### config.mk
export PLATFORM = sky130hd
export DESIGN_NAME = hrn_queue
export DESIGN_NICKNAME = d
export VERILOG_FILES = /design/src/rtl/hrn_queue.sv
export SDC_FILE = /design/constraint.sdc
export NUM_CORES = 1
export LEC_CHECK = 0
export BUFFER_PORTS_ARGS = -buffer_cell sky130_fd_sc_hd__buf_4
export CAP_MARGIN = 20
export CORE_UTILIZATION = 59
export CTS_CLUSTER_DIAMETER = 40
export DETAILED_ROUTE_END_ITERATION = 10
export GPL_TIMING_DRIVEN = 0
export PLACE_DENSITY = 0.79
export SETUP_SLACK_MARGIN = 0.3
export SLEW_MARGIN = 10
export SYNTH_ARGS = -nofsm -noshare
export SYNTH_HDL_FRONTEND = slang
export SYNTH_SLANG_ARGS = --single-unit
### constraint.sdc
create_clock -name clk -period 3.7 [get_ports clk]
set_input_delay 0.37 -clock clk [delete_from_list [all_inputs] [get_ports clk]]
set_output_delay 0.37 -clock clk [all_outputs]
set_load 0.02 [all_outputs]
### src/rtl/hrn_queue.sv
`default_nettype none

module hrn_queue #(
  parameter int DATA_W = 8,
  parameter int DEPTH  = 4
) (
  input  wire logic              clk,
  input  wire logic              rst,
  input  wire logic              in_valid,
  output logic                   in_ready,
  input  wire logic [DATA_W-1:0] in_data,
  output logic                   out_valid,
  input  wire logic              out_ready,
  output logic [DATA_W-1:0]      out_data
);

  localparam int ADDR_W = (DEPTH > 1) ? $clog2(DEPTH) : 1;

  logic [DATA_W-1:0] slots [DEPTH];
  logic [ADDR_W-1:0] wr_ptr;
  logic [ADDR_W-1:0] rd_ptr;
  logic [ADDR_W:0]   count;
  logic              do_push;
  logic              do_pop;

  assign in_ready  = (count != (ADDR_W + 1)'(DEPTH));
  assign out_valid = (count != '0);
  assign out_data  = slots[rd_ptr];
  assign do_push   = in_valid && in_ready;
  assign do_pop    = out_valid && out_ready;

  always_ff @(posedge clk) begin
    if (rst) begin
      wr_ptr <= '0;
      rd_ptr <= '0;
      count  <= '0;
    end else begin
      if (do_push) begin
        wr_ptr <= (wr_ptr == ADDR_W'(DEPTH - 1)) ? '0 : wr_ptr + ADDR_W'(1);
      end
      if (do_pop) begin
        rd_ptr <= (rd_ptr == ADDR_W'(DEPTH - 1)) ? '0 : rd_ptr + ADDR_W'(1);
      end
      if (do_push && !do_pop) begin
        count <= count + (ADDR_W + 1)'(1);
      end else if (do_pop && !do_push) begin
        count <= count - (ADDR_W + 1)'(1);
      end
    end
  end

  always_ff @(posedge clk) begin
    if (do_push) begin
      slots[wr_ptr] <= in_data;
    end
  end

endmodule

`default_nettype wire

==> qor.yml, run 1 <==
timing:
  max_freq_mhz: 417
  tightest_slew_ns: 0.592
  period_needed_ns: 2.40
  hold_viol_final: 0
  setup-violations-final: 0
  rsz0062_at_grt: "no"
  finalSetupTns_ns: 0
  post-route-period-util_pct: 64.8
  maxSlewHeadroom_pct: 60.2
  fin_skew_ns: 0.00739
  maxSlewViolCount: 0
global_route:
  grt_usage_pct: 19.2
  grt_pass1_vias: 853
  overflow: 0
  antenna_found_initial: 0
  grt_start_max_net_pins: 13
  grt_first_pass_wirelength_um: 3660
synth:
  yosysUniqueCellTypes: 26
  syn_area_um2: 1630
  synth_nets: 109
  netlist_instances: 90
  synth_top_area_share_pct: 58.8
  synth-edff-count: 32
  synthTopCellsByCount: "32 x edfxtp_1, 9 x dfxtp_1, 8 x mux4_2"
  synth_ff_type: "edfxtp_1"
  synth_top_area_cell: "edfxtp_1"
  async_reset_ff_share_pct: 0
  synth_warnings: 0
  ys_top_cells_by_area: "edfxtp_1 59%, dfxtp_1 11%, mux4_2 11%"
  ys_seq_area_share_pct: 69.8
  synth-seq-cells: 41
  synth.most_common_cell: "edfxtp_1"
  syn_avg_cell_area_um2: 18.2
detailed_routing:
  drc_errors: 0
  num_vias: 843
  firstDrtPassIters: 3
  wl_per_cell_um: 15.8
  ant_nets: 0
  routed_wl_um: 2340
  drt_iter0_markers: 15
  viasPerCell: 5.70
floorplanning:
  rows: 18
  ioPinCount: 22
  dieArea_um2: 2980
  die_x_um: 54.6
  die_h_um: 54.6
  core-area_um2: 2540
  start_util_pct: 64.2
power:
  ir_drop_uv: 537
  pwr-share-comb_pct: 33.6
  p_seq_share_pct: 49.7
  power.density_nw_per_um2: 647
  switchingPower_mw: 0.375
  p_leak_nw: 0.701
  p_clk_share_pct: 16.7
  p_int_mw: 0.837
  swShare_pct: 30.9
worst_setup_path:
  crit_type: "reg -> reg"
  worstPathMaxFanout: 5
  startpoint_type: "register"
  cp.required_ns: 3.97
  cp-end-kind: "register"
  r2r_cells: 7
  arrival_ns: 2.67
worst_hold_path:
  hold_depth: 1
  hp-class: "in -> reg"
clock_tree:
  clock_latency_ns: 0.33
  root_buffer: "clkbuf_4"
  cts_inserted_buffers: 5
  cts_resized: 0
  clk_pin_slew_ns: 0.11
  clock_sinks: 41
  cts_setup_buffers: 0
  cts_tree: "done"
  htree_levels: 2
  postCtsHoldBufs: 0
  clockBufferDepth: 2
run_status:
  status: "completed"
layout:
  fillers: 152
  multi_input_area_um2: 464
  diodes: 0
  regArea_um2: 1140
  instances_no_fill: 148
  finalNetCount: 136
  area_growth_syn_to_layout_pct: 14.6
  drive_above_1_share_pct: 38.1
placed_design:
  dp_cells: 140
  place.gp.congestion: 0.689
  hpwl_um: 1610
  numPortBuffers: 20
job:
  maxCapViolCount: 0
per-layer routing:
metal / wire [µm] / GRT usage (%)
met1: 896 / 20.1
met2: 1210 / 30.9
met3: 152 / 7.22
met4: 80 / 14.5
met5: 0 / 0
flip-flops by register name, summed over array words and instances (netlist names), named ones only:
register	cells
count	3
rd_ptr	2
slots	32
wr_ptr	2
area by class of cell:
cell class	instances	share of cell area [%]
inverter	3	0.601
clock buffer	6	2.20
multi-input combinational	42	24.8
sequential	41	60.9
buffer	4	0.935
tap	30	2.00
clock inverter	2	0.534
timing repair buffer	20	8.02
placed cells by master, fill, tap and decap left out, drive strengths merged:
cell type	count
or3	3
inv	3
o21ai	1
and2	1
ha	6
buf	22
nand2b	2
nand3	1
clkbuf	8
nand2	1
nor2	3
and3	4
xor2	2
o31ai	2
or3b	1
a21oi	2
edfxtp	32
clkinv	2
dfxtp	9
nor3	1
fa	1
mux2i	3
mux4	8
final timing paths:
path | from | end | slack, ns
max | count[0] | count[2] | 1.30
min reg2reg | count[2] | count[2] | 0.52
min | in_data[7] | slots[1][7] | 0.23
max reg2reg | count[0] | count[2] | 1.30
metrics by stage:
stage | setup WS [ns] | power (mW) | utilization [%] | hold slack (ns) | area [µm²]
after detailed placement | 1.31 | 1.02 | 71.6 | 0.504 | 1820
after floorplan | 1.48 | 0.894 | - | 0.463 | 1630
final | 1.30 | 1.21 | 73.6 | 0.227 | 1870
after CTS | 1.29 | 1.22 | 73.6 | 0.212 | 1870
after global placement | 1.40 | 1.01 | 71.6 | 0.479 | 1820
after global routing | 1.17 | 1.28 | 73.6 | 0.199 | 1870
cells by family after synthesis:
family                     count (synthesis)  synth area share [%]
buffers and inverters                      7                  1.76
muxes                                     11                  12.9
adders and majority gates                  7                  5.82
AOI/OAI and AO/OA                          5                  2.14
DFF                                       41                  69.8
xor gates and xnor gates                   2                  1.07
and+or+nand+nor                           17                  6.51
critical path, cell delays in order, from the launching register on:
cell     delay [ns]
dfxtp_1        0.38
o31ai_1        0.55
ha_1           0.29
inv_1          0.06
fa_1           0.37
xor2_1         0.15
or3_2          0.40
a21oi_1        0.14
power groups by stage:
stage | Combinational (mW) | Clock [mW] | Sequential, mW
4_1_cts | 0.413 | 0.209 | 0.603
3_5_place_dp | 0.411 | 0 | 0.613
5_1_grt | 0.444 | 0.228 | 0.611
2_1_floorplan | 0.291 | 0 | 0.603
3_3_place_gp | 0.404 | 0 | 0.608
6_report | 0.407 | 0.203 | 0.602
(Power assumes the default switching activity.)
==> run 2, diff against run 1 <==
CORE_UTILIZATION = 50   (was 59)
PLACE_DENSITY = 0.72   (was 0.79)
clock period = 2.18 ns   (was 3.7 ns; I/O delays follow)
==> qor.yml, run 2 (synthesized netlist as in run 1, its figures left out) <==
run_status:
  status: "completed"
worst_setup_path:
  cp-end-kind: "register"
  r2r-start: "count[1]"
  setup.worst_path.start: "count[1]"
  r2r_end: "count[2]"
  r2r_cells: 9  # +2
  crit_type: "reg -> reg"
  startpoint_type: "register"
  reg2reg_slack_ns: 0.18  # -1.12 ns
  worstPathMaxFanout: 3  # -2
  arrival_ns: 2.27  # -0.40 ns
  cp.required_ns: 2.45  # -1.52 ns
timing:
  setup-violations-final: 0  # unchanged
  maxSlewViolCount: 0  # unchanged
  period_needed_ns: 2.00  # -0.401 ns
  tightest_slew_ns: 0.436  # -0.156 ns
  finalSetupTns_ns: 0  # unchanged
  max_freq_mhz: 500  # +20%
  post-route-period-util_pct: 91.7  # +27 points
  rsz0062_at_grt: "yes"
  fin_skew_ns: 0.0138  # +0.00642 ns
  hold_viol_final: 0  # unchanged
  maxSlewHeadroom_pct: 71.0  # +11 points
placed_design:
  hpwl_um: 1760  # +8.9%
  post_dp_cell_area_um2: 1880  # +3.1%
  dp_cells: 154  # +10%
  place.gp.congestion: 0.668  # -3.0%
  numPortBuffers: 20  # unchanged
detailed_routing:
  routed_wl_um: 2570  # +9.8%
  num_vias: 863  # +2.4%
  ant_nets: 0  # unchanged
  drt_iter0_markers: 20  # +5
  drc_errors: 0  # unchanged
  viasPerCell: 5.14  # -9.8%
  firstDrtPassIters: 4  # +1
  wl_per_cell_um: 15.3  # -3.3%
global_route:
  grt_first_pass_wirelength_um: 4000  # +9.4%
  antenna_found_initial: 0  # unchanged
  grt_pass1_vias: 847  # -0.70%
  grt_usage_pct: 17.1  # -2.1 points
  grt_start_max_net_pins: 13  # unchanged
  overflow: 0  # unchanged
worst_hold_path:
  min_from: "in_data[1]"
  hp-class: "in -> reg"
  hold-path-endpoint: "slots[2][1]"
  hold_depth: 1  # unchanged
layout:
  final_common_cell: "edfxtp_1"
  finalCoreUtilization_pct: 64.8  # -8.8 points
  drive_above_1_share_pct: 47.6  # +9.4 points
  instances_no_fill: 168  # +14%
  final_cell_mix: "32 x edfxtp_1, 27 x buf_4, 8 x mux4_2"
  area_growth_syn_to_layout_pct: 22.1
  fillers: 225  # +48%
  post-route-cell-area_um2: 1990  # +6.5%
  diodes: 0  # unchanged
  largest_reg_flops: 32  # unchanged
  finalNetCount: 142  # +4.4%
  regMostFlops: "slots"
  largestRegisters: "slots: 32 flops, count: 3 flops"
job:
  maxCapViolCount: 0  # unchanged
clock_tree:
  clk_pin_slew_ns: 0.11  # about the same
  clock_sinks: 41  # unchanged
  cts_inserted_buffers: 5  # unchanged
  htree_levels: 2  # unchanged
  clockBufferDepth: 2  # unchanged
  clock_latency_ns: 0.33  # about the same
  root_buffer: "clkbuf_4"
  postCtsHoldBufs: 0  # unchanged
  cts_tree: "done"
power:
  power.density_nw_per_um2: 1120  # +73%
  p_leak_nw: 0.737  # +5.2%
  ir_drop_uv: 700  # +30%
floorplanning:
  start_util_pct: 53.1  # -11 points
  core-area_um2: 3080  # +21%
  rows: 20  # +2
  dieArea_um2: 3500  # +17%
  die_h_um: 59.2  # +8.3%
  die_x_um: 59.2  # +8.3%
  ioPinCount: 22  # unchanged
==> run 2: worst max path at each step <==
stage | end | cells after the start
global placement | count[2] | 7
global route | count[2] | 9
floorplan | count[2] | 9
CTS | count[2] | 9
finish | count[2] | 9
detailed placement | count[2] | 7
==> run 2: worst max-delay path, cell delays in order, from the launching register on <==
cell	delay [ns]
dfxtp_4	0.37
or3b_1	0.38
clkbuf_8	0.14
and2_4	0.14
ha_4	0.16
inv_2	0.05
fa_2	0.18
xor2_1	0.08
or3_4	0.33
a21oi_2	0.11
==> run 2: layout make-up <==
| type | count | area [µm²] | share of cell area, % |
|---|---|---|---|
| Buffer | 4 | 30.0 | 1.51 |
| Clock buffer | 7 | 45.0 | 2.26 |
| Clock inverter | 1 | 5.00 | 0.251 |
| Inverter | 3 | 11.3 | 0.565 |
| Multi-Input combinational cell | 42 | 500 | 25.1 |
| Sequential cell | 41 | 1150 | 57.8 |
| Tap cell | 44 | 55.1 | 2.76 |
| Timing Repair Buffer | 26 | 195 | 9.79 |
==> run 2: what timing repair did <==
action,4_1_cts,5_1_grt
gates cloned,0,0
pin swaps,3,0
gates resized for setup,5,1
buffers inserted,5,1
endpoints found under the setup margin,8,10
==> run 2: routing by layer <==
metal  up-vias  share of wire [%]  track usage, %
li1        413                  -               -
met1       418                 39            18.8
met2        23                 53            28.7
met3         9                4.9            6.11
met4         0                3.1            9.52
met5         -                  0               0
==> run 2: per-stage QoR <==
step / power, mW / setup slack [ns] / hold WS [ns]
after CTS: 2.25 / 0.172 / 0.0577
after global routing: 2.36 / 0.100 / 0.0522
after floorplan: 1.59 / 0.189 / 0.317
after detailed placement: 1.82 / 0.0730 / 0.422
final: 2.23 / 0.182 / 0.0765
after global placement: 1.79 / 0.133 / 0.417
==> run 2: report_power, final <==
part | switching, mW | internal [mW]
clock network | 0.221 | 0.126
logic | 0.406 | 0.445
registers | 0.0609 | 0.976
