===== src/rtl/hrn_pkg.sv =====
`default_nettype none

package hrn_pkg;

  localparam int CFG_IDX_W  = 2;
  localparam int CFG_DATA_W = 16;

  localparam logic [CFG_IDX_W-1:0] REG_ALPHA  = 2'd0;
  localparam logic [CFG_IDX_W-1:0] REG_WIDTH  = 2'd1;
  localparam logic [CFG_IDX_W-1:0] REG_HEIGHT = 2'd2;

  localparam int ALPHA_W  = 16;
  localparam int WIDTH_W  = 11;
  localparam int HEIGHT_W = 16;
  localparam int ROW_W    = HEIGHT_W + 1;
  localparam int GRAD_W   = 16;
  localparam int CROSS_W  = 17;
  localparam int RESP_W   = 32;

  localparam logic [ALPHA_W-1:0]  ALPHA_RESET  = 16'd3932;
  localparam logic [WIDTH_W-1:0]  WIDTH_RESET  = 11'd640;
  localparam logic [HEIGHT_W-1:0] HEIGHT_RESET = 16'd480;

  localparam logic CMD_PIXEL = 1'b0;
  localparam logic CMD_FLUSH = 1'b1;

  typedef struct packed {
    logic col0;
    logic top_ok;
    logic mid_ok;
    logic emit;
    logic frame_end;
  } item_flags_t;

  typedef enum logic [1:0] {
    BK_IDLE,
    BK_LOAD,
    BK_PEAK
  } back_state_t;

endpackage

`default_nettype wire


===== src/rtl/hrn_front.sv =====
`default_nettype none

module hrn_front #(
  parameter int MAX_WIDTH = 1024,
  localparam int COL_W = $clog2(MAX_WIDTH)
) (
  input  wire logic                            clk,
  input  wire logic                            rst,
  input  wire logic                            cfg_we,
  input  wire logic [hrn_pkg::CFG_IDX_W-1:0]   cfg_index,
  input  wire logic [hrn_pkg::CFG_DATA_W-1:0]  cfg_data,
  input  wire logic                            in_valid,
  output logic                                 in_ready,
  input  wire logic                            in_cmd,
  input  wire logic [hrn_pkg::GRAD_W-1:0]      in_gx2,
  input  wire logic [hrn_pkg::GRAD_W-1:0]      in_gy2,
  input  wire logic [hrn_pkg::CROSS_W-1:0]     in_gxgy,
  output logic                                 push_valid,
  input  wire logic                            push_ready,
  output logic [hrn_pkg::RESP_W-1:0]           push_resp,
  output logic [COL_W-1:0]                     push_col,
  output hrn_pkg::item_flags_t                 push_flags
);

  import hrn_pkg::*;

  localparam int EW = ($clog2(MAX_WIDTH + 1) > WIDTH_W) ? $clog2(MAX_WIDTH + 1) : WIDTH_W;

  logic [ALPHA_W-1:0]  alpha_q16;
  logic [WIDTH_W-1:0]  frame_width;
  logic [HEIGHT_W-1:0] frame_height;

  logic [COL_W-1:0] in_column;
  logic [ROW_W-1:0] in_row;

  logic [EW-1:0]    eff_w;
  logic [EW-1:0]    col_inc;
  logic [ROW_W-1:0] eff_h;
  logic [ROW_W-1:0] last_row;
  logic             in_frame;
  logic             ignore;
  logic             accept;
  logic             take;
  logic             advance;
  item_flags_t      flags;

  logic                 s1_valid, s2_valid, s3_valid;
  logic                 s1_zero, s2_zero, s3_zero;
  item_flags_t          s1_flags, s2_flags, s3_flags;
  logic [COL_W-1:0]     s1_col, s2_col, s3_col;
  logic [GRAD_W-1:0]    s1_a, s1_b;
  logic [CROSS_W-1:0]   s1_mag;
  logic [GRAD_W:0]      s1_tr;
  logic [31:0]          s2_det1, s3_det1;
  logic [33:0]          s2_det2, s3_det2;
  logic [33:0]          s2_tr2;
  logic [33:0]          s3_pen;
  logic [49:0]          pen_full;
  logic signed [35:0]   diff;

  always_comb begin
    if (frame_width == '0) begin
      eff_w = EW'(1);
    end else if (EW'(frame_width) > EW'(MAX_WIDTH)) begin
      eff_w = EW'(MAX_WIDTH);
    end else begin
      eff_w = EW'(frame_width);
    end
    eff_h    = (frame_height == '0) ? ROW_W'(1) : {1'b0, frame_height};
    last_row = eff_h + ROW_W'(1);
    col_inc  = EW'(in_column) + EW'(1);
    in_frame = (in_row < eff_h);
    ignore   = (in_cmd == CMD_FLUSH) && in_frame;

    flags.col0      = (in_column == '0);
    flags.top_ok    = (in_row >= ROW_W'(2));
    flags.mid_ok    = (in_row >= ROW_W'(1)) && (in_row <= eff_h);
    flags.emit      = flags.col0 ? flags.top_ok : flags.mid_ok;
    flags.frame_end = flags.col0 && (in_row == last_row);
  end

  assign advance  = !s3_valid || push_ready;
  assign in_ready = advance;
  assign accept   = in_valid && in_ready;
  assign take     = accept && !ignore;

  always_ff @(posedge clk) begin
    if (rst) begin
      alpha_q16    <= ALPHA_RESET;
      frame_width  <= WIDTH_RESET;
      frame_height <= HEIGHT_RESET;
      in_column    <= '0;
      in_row       <= '0;
    end else if (cfg_we) begin
      if (cfg_index == REG_ALPHA) begin
        alpha_q16 <= cfg_data[ALPHA_W-1:0];
      end
      if (cfg_index == REG_WIDTH) begin
        frame_width <= cfg_data[WIDTH_W-1:0];
        in_column   <= '0;
        in_row      <= '0;
      end
      if (cfg_index == REG_HEIGHT) begin
        frame_height <= cfg_data[HEIGHT_W-1:0];
        in_column    <= '0;
        in_row       <= '0;
      end
    end else if (take) begin
      if (in_row >= last_row) begin
        in_column <= '0;
        in_row    <= '0;
      end else if (col_inc >= eff_w) begin
        in_column <= '0;
        in_row    <= in_row + ROW_W'(1);
      end else begin
        in_column <= col_inc[COL_W-1:0];
      end
    end
  end

  always_ff @(posedge clk) begin
    if (rst) begin
      s1_valid <= 1'b0;
      s2_valid <= 1'b0;
      s3_valid <= 1'b0;
    end else if (advance) begin
      s1_valid <= take;
      s2_valid <= s1_valid;
      s3_valid <= s2_valid;
    end
  end

  assign pen_full = 50'(alpha_q16) * 50'(s2_tr2);

  always_ff @(posedge clk) begin
    if (advance) begin
      s1_zero  <= !in_frame;
      s1_flags <= flags;
      s1_col   <= in_column;
      s1_a     <= in_gx2;
      s1_b     <= in_gy2;
      s1_mag   <= in_gxgy[CROSS_W-1] ? CROSS_W'(-in_gxgy) : in_gxgy;
      s1_tr    <= {1'b0, in_gx2} + {1'b0, in_gy2};

      s2_zero  <= s1_zero;
      s2_flags <= s1_flags;
      s2_col   <= s1_col;
      s2_det1  <= 32'(s1_a) * 32'(s1_b);
      s2_det2  <= 34'(s1_mag) * 34'(s1_mag);
      s2_tr2   <= 34'(s1_tr) * 34'(s1_tr);

      s3_zero  <= s2_zero;
      s3_flags <= s2_flags;
      s3_col   <= s2_col;
      s3_det1  <= s2_det1;
      s3_det2  <= s2_det2;
      s3_pen   <= pen_full[49:16];
    end
  end

  assign diff = $signed({4'b0, s3_det1}) - $signed({2'b0, s3_det2})
              - $signed({2'b0, s3_pen});

  assign push_valid = s3_valid;
  assign push_col   = s3_col;
  assign push_flags = s3_flags;
  assign push_resp  = (s3_zero || diff[35] || diff == '0) ? '0 : diff[31:0];

endmodule

`default_nettype wire


===== config.mk =====
export PLATFORM = sky130hd
export DESIGN_NAME = hrn_front
export DESIGN_NICKNAME = d
export VERILOG_FILES = /design/src/rtl/hrn_pkg.sv /design/src/rtl/hrn_front.sv
export SDC_FILE = /design/constraint.sdc
export NUM_CORES = 2
export LEC_CHECK = 0
export BUFFER_PORTS_ARGS = -buffer_cell sky130_fd_sc_hd__buf_2
export CAP_MARGIN = 25
export CORE_AREA = 4 4 450 452
export DETAILED_ROUTE_END_ITERATION = 8
export DIE_AREA = 0 0 454 456
export PLACE_DENSITY = 0.54
export SLEW_MARGIN = 20
export SYNTH_ARGS = -nofsm -noshare
export SYNTH_HDL_FRONTEND = slang
export SYNTH_SLANG_ARGS = --single-unit

===== constraint.sdc =====
create_clock -name clk -period 10.2 [get_ports clk]
set_input_delay 0 -clock clk [delete_from_list [all_inputs] [get_ports clk]]
set_output_delay 0 -clock clk [all_outputs]
set_load 0.05 [all_outputs]

==> out/results.tsv <==
stage	metric	value	unit
run_status	status	complete, no violations	
logic_synthesis	Synth Area in Simple Gates	14.19	%
grt	global-route wire length before repair	252.2	mm
logic_synthesis	Primary FF master, synth	edfxtp_1	
logic_synthesis	XOR/XNOR share of the synthesized area	3.483	%
drt	DR vias	42363	
worst_setup_path	CP top delay family	adder cells	
timing	final count of hold timing violations	0	
cts	Root Buffer Master	clkbuf_16	
logic_synthesis	count of cell types in the netlist	88	
grt	initial antenna violation count	17	
drt	drt pass-1 iters	7	
placement	Port-buffer cells	121	
floorplanning	Initial Util	29.84	%
floorplanning	Die Area	0.2070	mm^2
cts	CTS tree	yes	
grt	largest net degree at the start of global routing	178	
timing	fmax	135.7	MHz
logic_synthesis	adder-cell area share of the yosys netlist	46.54	%
logic_synthesis	mux share of post-synthesis cell area	0.1434	%
grt	vias in the first global route	45696	
logic_synthesis	asr flop ratio synth	0	%
worst_setup_path	CP Depth	20	
timing	# setup viols final	0	
drt	via/cell ratio	4.661	
cts	CTS H-Tree Depth	2	
worst_setup_path	CP Max Fanout	33	
cts	Clock Path Buffers	3	
cts	TritonCTS Sinks	384	
placement	Place WS	2.812	ns
drt	Avg WL per Cell	17.20	um
grt	All-Layer GR Usage	15.35	%
layout	final net count	8057	
cts	Clock Pin Slew Worst Setup and Hold Paths	0.06	ns
drt	total routed wirelength	156.3	mm
layout	multi-input logic area	0.04253	mm^2
floorplanning	Ports	122	
worst_setup_path	crit path DAT	7.73	ns
logic_synthesis	compound-gate portion of the synthesized area	7.237	%
worst_setup_path	most frequent CP cell	fa_1	
timing	clock skew	0.02547	ns
timing	Setup WS post-layout	2.830	ns
logic_synthesis	post-synthesis sequential area ratio	18.20	%
drt	number of DRC markers in iteration 0	2229	
drt	antenna viol nets, final	0	
worst_setup_path	slowest CP cell	dfxtp_2	
cts	Inserted Clock Buffers	45	
worst_setup_path	Crit. End Element	register	
drt	# DRC	0	
layout	Layout area overhead	10.37	%
floorplanning	Die W	454	um
placement	gpl congestion	0.8597	
grt	grt ovf	0	
timing	Slew @ Worst Pin	1.071	ns
timing	Final period util	72.25	%
worst_setup_path	Critical Path Max Stage Delay	0.94	ns
worst_setup_path	crit start category	register	
layout	share of layout cells above drive strength 1	4.560	%
hold_path	HP Class	input pin to register	
worst_setup_path	WP data required	10.56	ns
logic_synthesis	Post-synth top cells	inv_1, fa_1, nand2_1	
worst_setup_path	Worst Setup SP	alpha_q16[1]	
worst_setup_path	R2R Path Start	alpha_q16[1]	
logic_synthesis	Synth Instances	6262	
layout	fin util	32.94	%
flow_run	max-cap viol count	0	
layout	register area	0.01081	mm^2
logic_synthesis	largest family of logic cells by synthesized area	adder cells	
hold_path	hold path depth	4	
timing	slew margin rel.	28.59	%
logic_synthesis	top-count cell post-synth	inv_1	
logic_synthesis	Netlist Area Pre-Place	0.05934	mm^2
timing	worst hold slack	0.08655	ns
worst_setup_path	critical-path cell list	nand2_1 -> fa_1 -> fa_1 -> fa_1 -> fa_1 -> inv_1 -> fa_1 -> inv_1 -> fa_1 -> inv_1 -> ha_1 -> a21oi_1 -> o21ai_0 -> a221oi_2 -> o211ai_1 -> a41o_1 -> a211oi_2 -> a31oi_1 -> a21oi_1 -> xnor2_1	
logic_synthesis	#FFs+latches synth	384	
worst_setup_path	Buf/Inv on CP	3	
floorplanning	row cnt	164	
logic_synthesis	Yosys warnings	0	
timing	post-route setup TNS	0	ns
logic_synthesis	cell taking the most area after synthesis	fa_1	
floorplanning	chip height	456	um
floorplanning	Core ar.	0.1988	mm^2
timing	Period minus WS final	7.370	ns
worst_setup_path	Worst R2R Path Depth	20	
cts	Post-CTS Setup Inserts	0	
layout	Fillers	20425	
logic_synthesis	area share of the largest cell type after synthesis	34.38	%
logic_synthesis	Post-synth EDFFs	311	
logic_synthesis	syn avg cell area	9.476	um^2
worst_setup_path	Setup CP Type	register to register	
cts	Clock Latency Late Sink	0.62	ns
timing	unrepaired setup endpoints after global routing	no	
timing	Slew Limit Fails	0	
placement	HPWL Detailed	124.0	mm
logic_synthesis	Synth area leaders	fa_1, edfxtp_1, ha_1	
hold_path	worst hold path startpoint	cfg_index[1]	
[final cells by class]
cell class | instances | share of cell area [%]
Clock inverter | 31 | 0.4318
Sequential cell | 384 | 16.50
Clock buffer | 53 | 1.893
Tap cell | 2656 | 5.074
Inverter | 1415 | 8.122
Timing Repair Buffer | 266 | 2.999
Antenna cell | 8 | 0.03057
Multi-Input combinational cell | 4276 | 64.95
[stage by stage]
step           instance area [um^2]  cells
2_1_floorplan                 59360   6267
3_3_place_gp                  62920   8895
3_5_place_dp                  62920   8895
4_1_cts                       65450   9079
5_1_grt                       65480   9086
6_report                      65490   9089
[routing by layer]
metal	up-vias	share of wire [%]	track usage, %
met3	230	4.5	1.821
met1	21475	43	19.82
met5	-	0	0
met2	966	49	26.25
li1	19692	-	-
met4	0	4.2	5.823
[layout by cell type (no fill, tap or decap), types with 32 or more instances in the layout]
cell,n
a211oi_1,32
a21o_1,93
a21oi_1,221
and2_1,416
buf_2,121
buf_4,42
clkbuf_16,48
dfxtp_1,68
dlygate4sd3_1,100
edfxtp_1,311
fa_1,1019
ha_1,577
inv_1,1412
nand2_1,849
nand2b_1,33
nand3_1,68
nor2_1,156
nor3_1,69
o21a_1,37
o21ai_0,116
xnor2_1,170
xor2_1,66
[repair_timing]
item	4_1_cts	5_1_grt
gates resized for setup	0	0
hold endpoints to repair	118	0
hold buffers	100	0
[registers in the layout (all words and copies together), names as in the netlist, 10 cells and up]
register      cells
s3_pen           34
s2_det2          33
s2_tr2           33
s3_det2          33
s2_det1          32
s3_det1          32
in_row           17
s1_mag           17
s1_tr            17
alpha_q16        16
frame_height     16
s1_a             16
s1_b             16
frame_width      11
in_column        10
push_col         10
s1_col           10
s2_col           10
[kinds of logic (layout without fill, tap and decap cells)]
family	Yosys count	after routing
AOI/OAI and AO/OA	671	671
xor gates and xnor gates	236	236
adders and majority gates	1596	1596
buffers and inverters	1607	1765
DFF	384	384
muxes	8	8
other	2	15
and+or+nand+nor	1758	1758
[tightest hold or removal path, delay by kind of cell]
| kind | cells | cell delay, ns |
|---|---|---|
| compound gates | 1 | 0.05 |
| buf+inv | 1 | 0.16 |
| simple gates | 2 | 0.44 |
[path summary, 6_finish.rpt]
| check | slack, ns | to |
|---|---|---|
| setup reg to reg | 2.83 | s3_pen[31] |
| hold reg to reg | 0.41 | push_flags[4] |
| setup / recovery | 2.83 | s3_pen[31] |
| hold / removal | 0.09 | frame_width[3] |
Power is left out: the tool's default activity adds up to more than one toggle a clock period on the data nets, which glitch-free logic cannot reach.
